`config.mk`:
```
export PLATFORM = sky130hd
export DESIGN_NAME = i2c_master_register_write
export DESIGN_NICKNAME = d
export VERILOG_FILES = /design/src/rtl/imrw_pkg.sv /design/src/rtl/imrw_front.sv /design/src/rtl/imrw_res_queue.sv /design/src/rtl/imrw_seq.sv /design/src/rtl/i2c_master_register_write.sv
export VERILOG_INCLUDE_DIRS = /design/src /design/src/rtl
export SDC_FILE = /design/constraint.sdc
export NUM_CORES = 1
export LEC_CHECK = 0
export BUFFER_PORTS_ARGS = -buffer_cell sky130_fd_sc_hd__buf_2
export CORE_UTILIZATION = 55
export DETAILED_ROUTE_END_ITERATION = 7
export PLACE_DENSITY_LB_ADDON = 0.05
export SYNTH_ARGS = -nofsm -noshare
export SYNTH_HDL_FRONTEND = slang
export SYNTH_SLANG_ARGS = --single-unit
```
`constraint.sdc`:
```
create_clock -name i_clk -period 3.7 [get_ports i_clk]
set_input_delay 0.74 -clock i_clk [delete_from_list [all_inputs] [get_ports i_clk]]
set_output_delay 0.74 -clock i_clk [all_outputs]
set_load 0.1 [all_outputs]
```
`src/rtl/i2c_master_register_write_defines.svh`:
```
`ifndef I2C_MASTER_REGISTER_WRITE_DEFINES_SVH
`define I2C_MASTER_REGISTER_WRITE_DEFINES_SVH

// Same-cycle implication, sampled on i_clk, quiet during reset.
`define IMRW_ASSERT_NOW(label, ante, cons, msg) \
    label: assert property (@(posedge i_clk) disable iff (!i_rst_n) (ante) |-> (cons)) \
        else $error(msg);

// Next-cycle implication, sampled on i_clk, quiet during reset.
`define IMRW_ASSERT_NEXT(label, ante, cons, msg) \
    label: assert property (@(posedge i_clk) disable iff (!i_rst_n) (ante) |=> (cons)) \
        else $error(msg);

`endif

```
`src/rtl/imrw_pkg.sv`:
```
package imrw_pkg;

    localparam logic [7:0] HALF_BIT_TICKS_RESET = 8'd5;
    localparam logic [7:0] ACK_POLL_LIMIT_RESET = 8'd20;
    localparam int         MSB_BIT              = 7;

    typedef enum logic [0:0] {
        CFG_HALF_BIT_TICKS = 1'b0,
        CFG_ACK_POLL_LIMIT = 1'b1
    } t_cfg_idx;

    typedef enum logic [3:0] {
        PH_IDLE = 4'd0,
        PH_S0   = 4'd1,
        PH_S1   = 4'd2,
        PH_S2   = 4'd3,
        PH_S3   = 4'd4,
        PH_B0   = 4'd5,
        PH_B1   = 4'd6,
        PH_B2   = 4'd7,
        PH_A0   = 4'd8,
        PH_A1   = 4'd9,
        PH_POLL = 4'd10,
        PH_AEND = 4'd11,
        PH_P0   = 4'd12,
        PH_P1   = 4'd13,
        PH_P2   = 4'd14
    } t_phase;

    typedef struct packed {
        logic       request_valid;
        logic [6:0] device_address;
        logic [7:0] register_address;
        logic [7:0] data_value;
        logic       sda_level;
    } t_item;

    typedef struct packed {
        logic       scl_level;
        logic       sda_pull_low;
        logic       busy_res;
        logic       done_res;
        logic [2:0] byte_acks;
        logic       any_ack_seen;
    } t_res;

    // Handshake between a queue and the sequencer
    typedef struct packed {
        logic avail;
        logic take;
    } t_link;

endpackage

```
`src/rtl/imrw_front.sv`:
```
module imrw_front
    import imrw_pkg::*;
(
    input  logic  i_clk,
    input  logic  i_rst_n,
    input  logic  i_push,
    input  t_item i_item,
    output logic  o_full,
    input  logic  i_take,
    output logic  o_avail,
    output t_item o_item
);

    t_item      r_mem [2];
    logic       r_wr_ptr, n_wr_ptr;
    logic       r_rd_ptr, n_rd_ptr;
    logic [1:0] r_count, n_count;
    logic       s_wr, s_rd;

    assign o_full  = (r_count == 2'd2);
    assign o_avail = (r_count != 2'd0);
    assign o_item  = r_mem[r_rd_ptr];
    assign s_wr    = i_push && !o_full;
    assign s_rd    = i_take && o_avail;

    always_comb begin
        n_wr_ptr = s_wr ? ~r_wr_ptr : r_wr_ptr;
        n_rd_ptr = s_rd ? ~r_rd_ptr : r_rd_ptr;
        n_count  = r_count + {1'b0, s_wr} - {1'b0, s_rd};
    end

    always_ff @(posedge i_clk) begin
        if (!i_rst_n) begin
            r_wr_ptr <= 1'b0;
            r_rd_ptr <= 1'b0;
            r_count  <= 2'd0;
        end else begin
            r_wr_ptr <= n_wr_ptr;
            r_rd_ptr <= n_rd_ptr;
            r_count  <= n_count;
        end
    end

    always_ff @(posedge i_clk) begin
        if (s_wr) begin
            r_mem[r_wr_ptr] <= i_item;
        end
    end

endmodule

```
`src/rtl/imrw_res_queue.sv`:
```
module imrw_res_queue
    import imrw_pkg::*;
(
    input  logic i_clk,
    input  logic i_rst_n,
    input  logic i_put,
    input  t_res i_res,
    output logic o_full,
    input  logic i_pop,
    output logic o_empty,
    output t_res o_res
);

    t_res       r_mem [2];
    logic       r_wr_ptr, n_wr_ptr;
    logic       r_rd_ptr, n_rd_ptr;
    logic [1:0] r_count, n_count;
    logic       s_wr, s_rd;

    assign o_full  = (r_count == 2'd2);
    assign o_empty = (r_count == 2'd0);
    assign o_res   = r_mem[r_rd_ptr];
    assign s_wr    = i_put && !o_full;
    assign s_rd    = i_pop && !o_empty;

    always_comb begin
        n_wr_ptr = s_wr ? ~r_wr_ptr : r_wr_ptr;
        n_rd_ptr = s_rd ? ~r_rd_ptr : r_rd_ptr;
        n_count  = r_count + {1'b0, s_wr} - {1'b0, s_rd};
    end

    always_ff @(posedge i_clk) begin
        if (!i_rst_n) begin
            r_wr_ptr <= 1'b0;
            r_rd_ptr <= 1'b0;
            r_count  <= 2'd0;
        end else begin
            r_wr_ptr <= n_wr_ptr;
            r_rd_ptr <= n_rd_ptr;
            r_count  <= n_count;
        end
    end

    always_ff @(posedge i_clk) begin
        if (s_wr) begin
            r_mem[r_wr_ptr] <= i_res;
        end
    end

endmodule

```
`src/rtl/imrw_seq.sv`:
```
`include "i2c_master_register_write_defines.svh"

module imrw_seq
    import imrw_pkg::*;
(
    input  logic       i_clk,
    input  logic       i_rst_n,
    input  logic       i_cfg_valid,
    input  t_cfg_idx   i_cfg_index,
    input  logic [7:0] i_cfg_data,
    input  logic       i_in_avail,
    input  t_item      i_item,
    output logic       o_take,
    input  logic       i_out_full,
    output logic       o_put,
    output t_res       o_res
);

    logic [7:0] r_half, r_poll_limit;
    t_phase     r_phase, a_phase, n_phase;
    logic [8:0] r_tick, a_tick, n_tick;
    logic [2:0] r_bcnt, a_bcnt, n_bcnt;
    logic [1:0] r_bidx, a_bidx, n_bidx;
    logic [7:0] r_shift, a_shift, n_shift;
    logic [7:0] r_hreg, a_hreg;
    logic [7:0] r_hdat, a_hdat;
    logic [7:0] r_poll, n_poll;
    logic [2:0] r_ack, a_ack;
    logic       r_sticky, a_sticky;
    logic       s_step, s_done;
    logic [7:0] s_half;
    logic [8:0] s_len;
    logic [1:0] s_bnext;
    logic [2:0] s_ack_mask;

    assign s_step = i_in_avail && !i_out_full;
    assign o_take = s_step;
    assign o_put  = s_step;

    assign s_half = (r_half == 8'd0) ? 8'd1 : r_half;
    assign s_len  = (a_phase == PH_B0 || a_phase == PH_B2) ? {1'b0, s_half} : {s_half, 1'b0};

    // address byte sets bit 0, register byte bit 1, data byte bit 2
    assign s_ack_mask = a_bidx[0] ? 3'b010 : (a_bidx[1] ? 3'b100 : 3'b001);

    // Start a transaction and catch an acknowledge before the segment decode
    always_comb begin
        a_phase  = r_phase;
        a_tick   = r_tick;
        a_bcnt   = r_bcnt;
        a_bidx   = r_bidx;
        a_shift  = r_shift;
        a_hreg   = r_hreg;
        a_hdat   = r_hdat;
        a_ack    = r_ack;
        a_sticky = r_sticky;
        if (r_phase == PH_IDLE && i_item.request_valid) begin
            a_shift = {i_item.device_address, 1'b0};
            a_hreg  = i_item.register_address;
            a_hdat  = i_item.data_value;
            a_bidx  = 2'd0;
            a_bcnt  = 3'd0;
            a_ack   = 3'd0;
            a_phase = PH_S0;
            a_tick  = 9'd0;
        end
        if (a_phase == PH_POLL && a_tick == 9'd0 && !i_item.sda_level) begin
            a_ack    = r_ack | s_ack_mask;
            a_sticky = 1'b1;
            a_phase  = PH_AEND;
            a_tick   = 9'd0;
        end
    end

    // Next state
    always_comb begin
        n_phase = a_phase;
        n_tick  = a_tick;
        n_bcnt  = a_bcnt;
        n_bidx  = a_bidx;
        n_shift = a_shift;
        n_poll  = r_poll;
        s_done  = 1'b0;
        s_bnext = a_bidx + 2'd1;
        if (a_phase != PH_IDLE) begin
            if ({1'b0, a_tick} + 10'd1 >= {1'b0, s_len}) begin
                n_tick = 9'd0;
                unique case (a_phase)
                    PH_S0: n_phase = PH_S1;
                    PH_S1: n_phase = PH_S2;
                    PH_S2: n_phase = PH_S3;
                    PH_S3: begin
                        n_bcnt  = 3'd0;
                        n_phase = PH_B0;
                    end
                    PH_B0: n_phase = PH_B1;
                    PH_B1: n_phase = PH_B2;
                    PH_B2: begin
                        if (a_bcnt == 3'd7) begin
                            n_phase = PH_A0;
                        end else begin
                            n_bcnt  = a_bcnt + 3'd1;
                            n_shift = {a_shift[6:0], 1'b0};
                            n_phase = PH_B0;
                        end
                    end
                    PH_A0: n_phase = PH_A1;
                    PH_A1: begin
                        if (r_poll_limit == 8'd0) begin
                            n_phase = PH_AEND;
                        end else begin
                            n_poll  = r_poll_limit;
                            n_phase = PH_POLL;
                        end
                    end
                    PH_POLL: begin
                        if (r_poll <= 8'd1) begin
                            n_poll  = 8'd0;
                            n_phase = PH_AEND;
                        end else begin
                            n_poll = r_poll - 8'd1;
                        end
                    end
                    PH_AEND: begin
                        n_bidx = s_bnext;
                        if (s_bnext == 2'd3 || s_bnext == 2'd0) begin
                            n_phase = PH_P0;
                        end else begin
                            n_shift = (s_bnext == 2'd1) ? a_hreg : a_hdat;
                            n_bcnt  = 3'd0;
                            n_phase = PH_B0;
                        end
                    end
                    PH_P0: n_phase = PH_P1;
                    PH_P1: n_phase = PH_P2;
                    default: begin
                        s_done  = 1'b1;
                        n_bidx  = 2'd0;
                        n_phase = PH_IDLE;
                    end
                endcase
            end else begin
                n_tick = a_tick + 9'd1;
            end
        end
    end

    // Line levels and status fields for this tick
    always_comb begin
        o_res.scl_level    = 1'b1;
        o_res.sda_pull_low = 1'b0;
        unique case (a_phase)
            PH_S2: o_res.sda_pull_low = 1'b1;
            PH_S3: begin
                o_res.scl_level    = 1'b0;
                o_res.sda_pull_low = 1'b1;
            end
            PH_B0, PH_B2: begin
                o_res.scl_level    = 1'b0;
                o_res.sda_pull_low = !a_shift[MSB_BIT];
            end
            PH_B1:            o_res.sda_pull_low = !a_shift[MSB_BIT];
            PH_A0, PH_AEND:   o_res.scl_level    = 1'b0;
            PH_P0: begin
                o_res.scl_level    = 1'b0;
                o_res.sda_pull_low = 1'b1;
            end
            PH_P1:            o_res.sda_pull_low = 1'b1;
            default: begin
                o_res.scl_level    = 1'b1;
                o_res.sda_pull_low = 1'b0;
            end
        endcase
        o_res.busy_res     = (a_phase != PH_IDLE);
        o_res.done_res     = s_done;
        o_res.byte_acks    = a_ack;
        o_res.any_ack_seen = a_sticky;
    end

    always_ff @(posedge i_clk) begin
        if (!i_rst_n) begin
            r_half       <= HALF_BIT_TICKS_RESET;
            r_poll_limit <= ACK_POLL_LIMIT_RESET;
        end else if (i_cfg_valid) begin
            case (i_cfg_index)
                CFG_HALF_BIT_TICKS: r_half       <= i_cfg_data;
                default:            r_poll_limit <= i_cfg_data;
            endcase
        end
    end

    always_ff @(posedge i_clk) begin
        if (!i_rst_n) begin
            r_phase  <= PH_IDLE;
            r_tick   <= 9'd0;
            r_bcnt   <= 3'd0;
            r_bidx   <= 2'd0;
            r_shift  <= 8'd0;
            r_hreg   <= 8'd0;
            r_hdat   <= 8'd0;
            r_poll   <= 8'd0;
            r_ack    <= 3'd0;
            r_sticky <= 1'b0;
        end else if (s_step) begin
            r_phase  <= n_phase;
            r_tick   <= n_tick;
            r_bcnt   <= n_bcnt;
            r_bidx   <= n_bidx;
            r_shift  <= n_shift;
            r_hreg   <= a_hreg;
            r_hdat   <= a_hdat;
            r_poll   <= n_poll;
            r_ack    <= a_ack;
            r_sticky <= a_sticky;
        end
    end

    `IMRW_ASSERT_NEXT(a_done_to_idle, s_step && s_done, r_phase == PH_IDLE,
        "sequencer not idle after STOP")
    `IMRW_ASSERT_NEXT(a_idle_holds, s_step && r_phase == PH_IDLE && !i_item.request_valid,
        r_phase == PH_IDLE, "sequencer left idle without a request")
    `IMRW_ASSERT_NEXT(a_sticky_holds, r_sticky, r_sticky, "ack flag cleared while running")
    `IMRW_ASSERT_NOW(a_done_busy, s_step && s_done, o_res.busy_res,
        "done tick reported as not busy")

endmodule

```
`src/rtl/i2c_master_register_write.sv`:
```
// Register write master for a two-wire bus, one bus tick per request.
// Input queue: present one tick (request fields plus sampled SDA) with push
// while full is low. Each tick yields exactly one result (SCL level, SDA
// pull, busy, done pulse, per-byte acks, sticky ack flag), read from the
// result queue with pop while empty is low.
// A tick with request_valid while the sequencer is idle starts START, three
// bytes with acknowledge polling, then STOP; requests while busy are dropped.
// Configuration: write i_cfg_index/i_cfg_data with i_cfg_valid; o_cfg_ready
// is always high. Index 0 sets half_bit_ticks, index 1 ack_poll_limit.
// Write configuration only while the queues are drained.
// Path: a pushed tick is registered in the input queue; the sequencer step then
// writes its result into the result queue, whose output shows it until it is
// popped; the step waits while the result queue is full.
// Throughput: one tick per cycle while the result queue is not full.
// When pop is held low the result queue fills, the sequencer stalls, and
// full rises once the two-entry input queue is also full; nothing is lost.
// Reset: both queues empty, sequencer idle, acks clear, configuration back
// to half_bit_ticks 5 and ack_poll_limit 20.
module i2c_master_register_write
    import imrw_pkg::*;
(
    input  logic       i_clk,
    input  logic       i_rst_n,
    input  logic       push,
    output logic       full,
    input  logic       i_request_valid,
    input  logic [6:0] i_device_address,
    input  logic [7:0] i_register_address,
    input  logic [7:0] i_data_value,
    input  logic       i_sda_level,
    output logic       empty,
    input  logic       pop,
    output logic       o_scl_level,
    output logic       o_sda_pull_low,
    output logic       o_busy_res,
    output logic       o_done_res,
    output logic [2:0] o_byte_acks,
    output logic       o_any_ack_seen,
    input  logic       i_cfg_valid,
    output logic       o_cfg_ready,
    input  logic [0:0] i_cfg_index,
    input  logic [7:0] i_cfg_data
);

    t_item s_in_item, s_q_item;
    t_res  s_seq_res, s_out_res;
    t_link s_in_link;
    logic  s_put, s_out_full;

    assign s_in_item.request_valid    = i_request_valid;
    assign s_in_item.device_address   = i_device_address;
    assign s_in_item.register_address = i_register_address;
    assign s_in_item.data_value       = i_data_value;
    assign s_in_item.sda_level        = i_sda_level;

    assign o_cfg_ready = 1'b1;

    imrw_front u_front (
        .i_clk   (i_clk),
        .i_rst_n (i_rst_n),
        .i_push  (push),
        .i_item  (s_in_item),
        .o_full  (full),
        .i_take  (s_in_link.take),
        .o_avail (s_in_link.avail),
        .o_item  (s_q_item)
    );

    imrw_seq u_seq (
        .i_clk       (i_clk),
        .i_rst_n     (i_rst_n),
        .i_cfg_valid (i_cfg_valid),
        .i_cfg_index (t_cfg_idx'(i_cfg_index)),
        .i_cfg_data  (i_cfg_data),
        .i_in_avail  (s_in_link.avail),
        .i_item      (s_q_item),
        .o_take      (s_in_link.take),
        .i_out_full  (s_out_full),
        .o_put       (s_put),
        .o_res       (s_seq_res)
    );

    imrw_res_queue u_res_queue (
        .i_clk   (i_clk),
        .i_rst_n (i_rst_n),
        .i_put   (s_put),
        .i_res   (s_seq_res),
        .o_full  (s_out_full),
        .i_pop   (pop),
        .o_empty (empty),
        .o_res   (s_out_res)
    );

    assign o_scl_level    = s_out_res.scl_level;
    assign o_sda_pull_low = s_out_res.sda_pull_low;
    assign o_busy_res     = s_out_res.busy_res;
    assign o_done_res     = s_out_res.done_res;
    assign o_byte_acks    = s_out_res.byte_acks;
    assign o_any_ack_seen = s_out_res.any_ack_seen;

endmodule

```
==> metrics <==
largest net degree at the start of global routing=58; cell area after layout=about 8100 um2; Post-Syn Instances=717; die span in x=115 um; final setup violation count=0; Layout Utilization=0.659; synthesized cell area=7050 um2; Initial Util=0.575; Synth Area in Simple Gates=0.195; clock-pin slew on the worst setup and hold paths=60 ps; All-Layer GR Usage=0.247; P_int=~3.5 mW; Post-synth ARST share=0; clock buffer depth=2; xor-xnor portion of the synthesized cell area=0.0236; syn avg cell area=between 9 and 10 um2; First DRT Iteration DRCs=484; largest family of logic cells by synthesized area=simple AND/OR/NAND/NOR gates; fin crit share=0.967; RSZ-0062 raised after global routing=no; WP buf/inv=1; highest-delay cell along the critical path=or4_4; post-synthesis mux area share=0.0621; GRT Residual Overflow=0; Synth Register Bits=~150; Floorplan Core Area=12,300 um2; post-route ant nets=0; Die Ht=around 120 um; Final Slew Violations=0; Max stage delay on crit path=between 400 and 500 ps; most frequent CP cell=nand3_1; Routability Congestion=about 0.9; Via-to-Cell Ratio=5.85; Post-Route Setup TNS=0 ps; Post-synth top flop=dfxtp_1; slew margin rel.=0.246; Site Rows=40; Fmax=280 MHz; syn nets=775; Worst EP required=4010 ps; VDD IR max=0.000437 V; Post-DP Area=roughly 7500 um2; clock sink count=146; Gate power share=0.331; clk root buf=clkbuf_16; post-synth cell types=65; Switching Power=between 2 and 2.5 mW; first-pass GRT wire length=24.9 mm; dpl hpwl=10.6 mm; die area=13,300 um2; leakage power total=2.97 nW; CTS tree=yes; vias in the first global route=5,162; Max-cap violations=0; Final Skew=a little over 8 ps; Hold WC Path Type=reg -> reg; Flop pwr share=0.384; P&R area growth vs syn=14.6%; # fillers=984; worst skew pair latency=between 400 and 500 ps; CP Data Arrival Time=~3900 ps; Hold Vio Cnt, Final=0; Sw Share=0.374; Yosys warnings=0; final worst path period need=3580 ps; routed vias=5,527; Routed WL=15.5 mm; htree depth=4; cts bufs inserted=17; Post-synth EDFFs=66; WS Path Type=reg -> reg; sequential fraction of the synthesis area=0.508; layout cells sized above 1=0.174; Clock power frac=0.286; PortBufs=48; n_diodes=0; total power=5.61 mW; crit-path max FO=9; CP endpoint kind=register; post-synthesis compound-gate area fraction=0.140; slew at the pin with the worst max-slew slack=1130 ps; initial antenna violation count=0; status=finished clean; worst-path cell chain=mux2_4 -> nand3_2 -> and2_1 -> ha_4 -> nand3_1 -> xnor2_1 -> nor2_1 -> ha_1 -> nand3_1 -> or4_4 -> and3_2 -> buf_4 -> or2_2 -> a21oi_1 -> o21ai_0; Adder-Cell Fraction of Synth Area=0.0337; Total Nets Final=822; DRC=0; Pre-Repair DR Iteration Count=5; startpoint types=register; PD cells=694 nW/um2; Routed WL per cell=16.4 um; I/O pin count=50; CP delay by family, top=simple AND/OR/NAND/NOR gates
[power groups by stage]
stage               Sequential (mW)  Combinational (mW)  Clock [mW]
floorplan                      2.13                1.48           0
global placement               2.17                1.80           0
detailed placement             2.18                1.83           0
CTS                            2.15                1.84        1.62
global route                   2.18                2.01        1.69
finish                         2.15                1.86        1.60
[through the flow]
| step | hold slack, ps | cells | worst slack (ps) |
|---|---|---|---|
| finish | 468 | 945 | 123 |
| global route | 489 | 945 | 4.98 |
| CTS | 469 | 942 | 17.2 |
| detailed placement | 454 | 910 | 44.1 |
| global placement | 443 | 910 | 180 |
| floorplan | 433 | 717 | 11.5 |
[what timing repair did]
action	in CTS	in global routing
hold buffers	0	0
buffers inserted	0	2
endpoints found under the setup margin	1	22
pin swaps	0	2
cloned	0	1
gates resized for setup	1	8
[routing by layer]
| layer | vias to the layer above | global-route usage | routed length (um) |
|---|---|---|---|
| met1 | 2591 | 0.327 | 7130 |
| met5 | - | 0 | 0 |
| li1 | 2712 | - | - |
| met2 | 184 | 0.391 | 7080 |
| met4 | 0 | 0.117 | 411 |
| met3 | 40 | 0.0511 | 881 |
[cells in the mapped netlist (all sizes together), types with 3 or more instances]
| cell | n | area, um2 |
|---|---|---|
| xor2 | 8 | 70.1 |
| a211oi | 24 | 185 |
| and3 | 6 | 37.5 |
| nor3b | 7 | 52.6 |
| a22oi | 7 | 52.6 |
| nor4 | 24 | 186 |
| nand2b | 3 | 18.8 |
| edfxtp | 66 | 1980 |
| nand4 | 4 | 25.0 |
| inv | 16 | 60.1 |
| a32o | 3 | 30.0 |
| xnor2 | 11 | 96.3 |
| a221o | 5 | 50.1 |
| o21ai | 31 | 159 |
| clkbuf | 27 | 101 |
| nor2 | 84 | 318 |
| a21oi | 52 | 260 |
| ha | 19 | 238 |
| nand3 | 31 | 160 |
| nor3 | 17 | 108 |
| nor2b | 4 | 25.0 |
| o211ai | 3 | 22.5 |
| or2 | 3 | 18.8 |
| mux2 | 11 | 128 |
| dfxtp | 80 | 1600 |
| nand2 | 79 | 297 |
| mux2i | 31 | 310 |
| and2 | 9 | 56.3 |
| or4 | 4 | 33.8 |
| buf | 16 | 95.1 |
| a31oi | 8 | 65.1 |
[state kept, by name, summed over array words and instances, names as in the netlist, 2 cells and up, named ones only]
| signal | flops |
|---|---|
| u_seq.r_bidx | 2 |
| u_front.r_count | 2 |
| u_res_queue.r_count | 2 |
| u_front.r_mem | 50 |
| u_seq.r_phase | 4 |
| u_seq.r_ack | 3 |
| u_seq.r_poll | 8 |
| u_seq.r_tick | 9 |
| u_seq.r_hdat | 8 |
| u_seq.r_shift | 8 |
| u_res_queue.r_mem | 16 |
| u_seq.r_bcnt | 3 |
| u_seq.r_poll_limit | 8 |
| u_seq.r_hreg | 8 |
| u_seq.r_half | 8 |
[cells by family (layout without fill, tap and decap cells)]
group,after synthesis,in the layout
other,1,1
AND/OR/NAND/NOR,280,280
flip-flops,146,146
AO/OA/AOI/OAI,151,151
multiplexers,42,42
XOR/XNOR,19,19
adder cells (fa/ha/maj),19,19
buffers and inverters,59,119
[worst register-to-register path, cell delays in order, from the launching register on]
cell	delay [ps]
edfxtp_1	410
mux2_4	320
nand3_2	100
and2_1	190
ha_4	170
nand3_1	100
xnor2_1	180
nor2_1	90
ha_1	350
nand3_1	100
or4_4	490
and3_2	230
buf_4	180
or2_2	310
a21oi_1	140
o21ai_0	90
[final cells by class]
type,instances,area [um2],share of cell area
Tap cell,168,210,0.0260
Clock buffer,20,447,0.0553
Multi-Input combinational cell,512,3250,0.403
Inverter,16,60.1,0.00743
Sequential cell,146,3580,0.444
Timing Repair Buffer,71,414,0.0513
Clock inverter,12,110,0.0136
[worst paths after layout]
check | start | to | slack [ps] | depth (start not counted)
min | u_seq.r_sticky | u_seq.r_sticky | 470 | 2
max reg2reg | u_front.r_mem[0][24] | u_seq.r_bcnt[1] | 120 | 15
max | u_front.r_mem[0][24] | u_seq.r_bcnt[1] | 120 | 15
min reg2reg | u_seq.r_sticky | u_seq.r_sticky | 470 | 2
[cell usage in the layout, fill, tap and decap left out, types with 10 or more instances in the layout]
cell,netlist,layout
nor2_1,83,81
nand2_1,79,79
dfxtp_1,80,79
edfxtp_1,66,66
a21oi_1,52,52
buf_2,4,49
mux2i_1,31,31
nand3_1,30,30
o21ai_0,30,29
a211oi_1,23,23
buf_4,2,21
nor4_1,21,20
ha_1,19,18
clkbuf_16,0,17
inv_1,16,16
nor3_1,15,15
xnor2_1,11,11
mux2_2,10,10
Power figures use the tool's default switching activity.
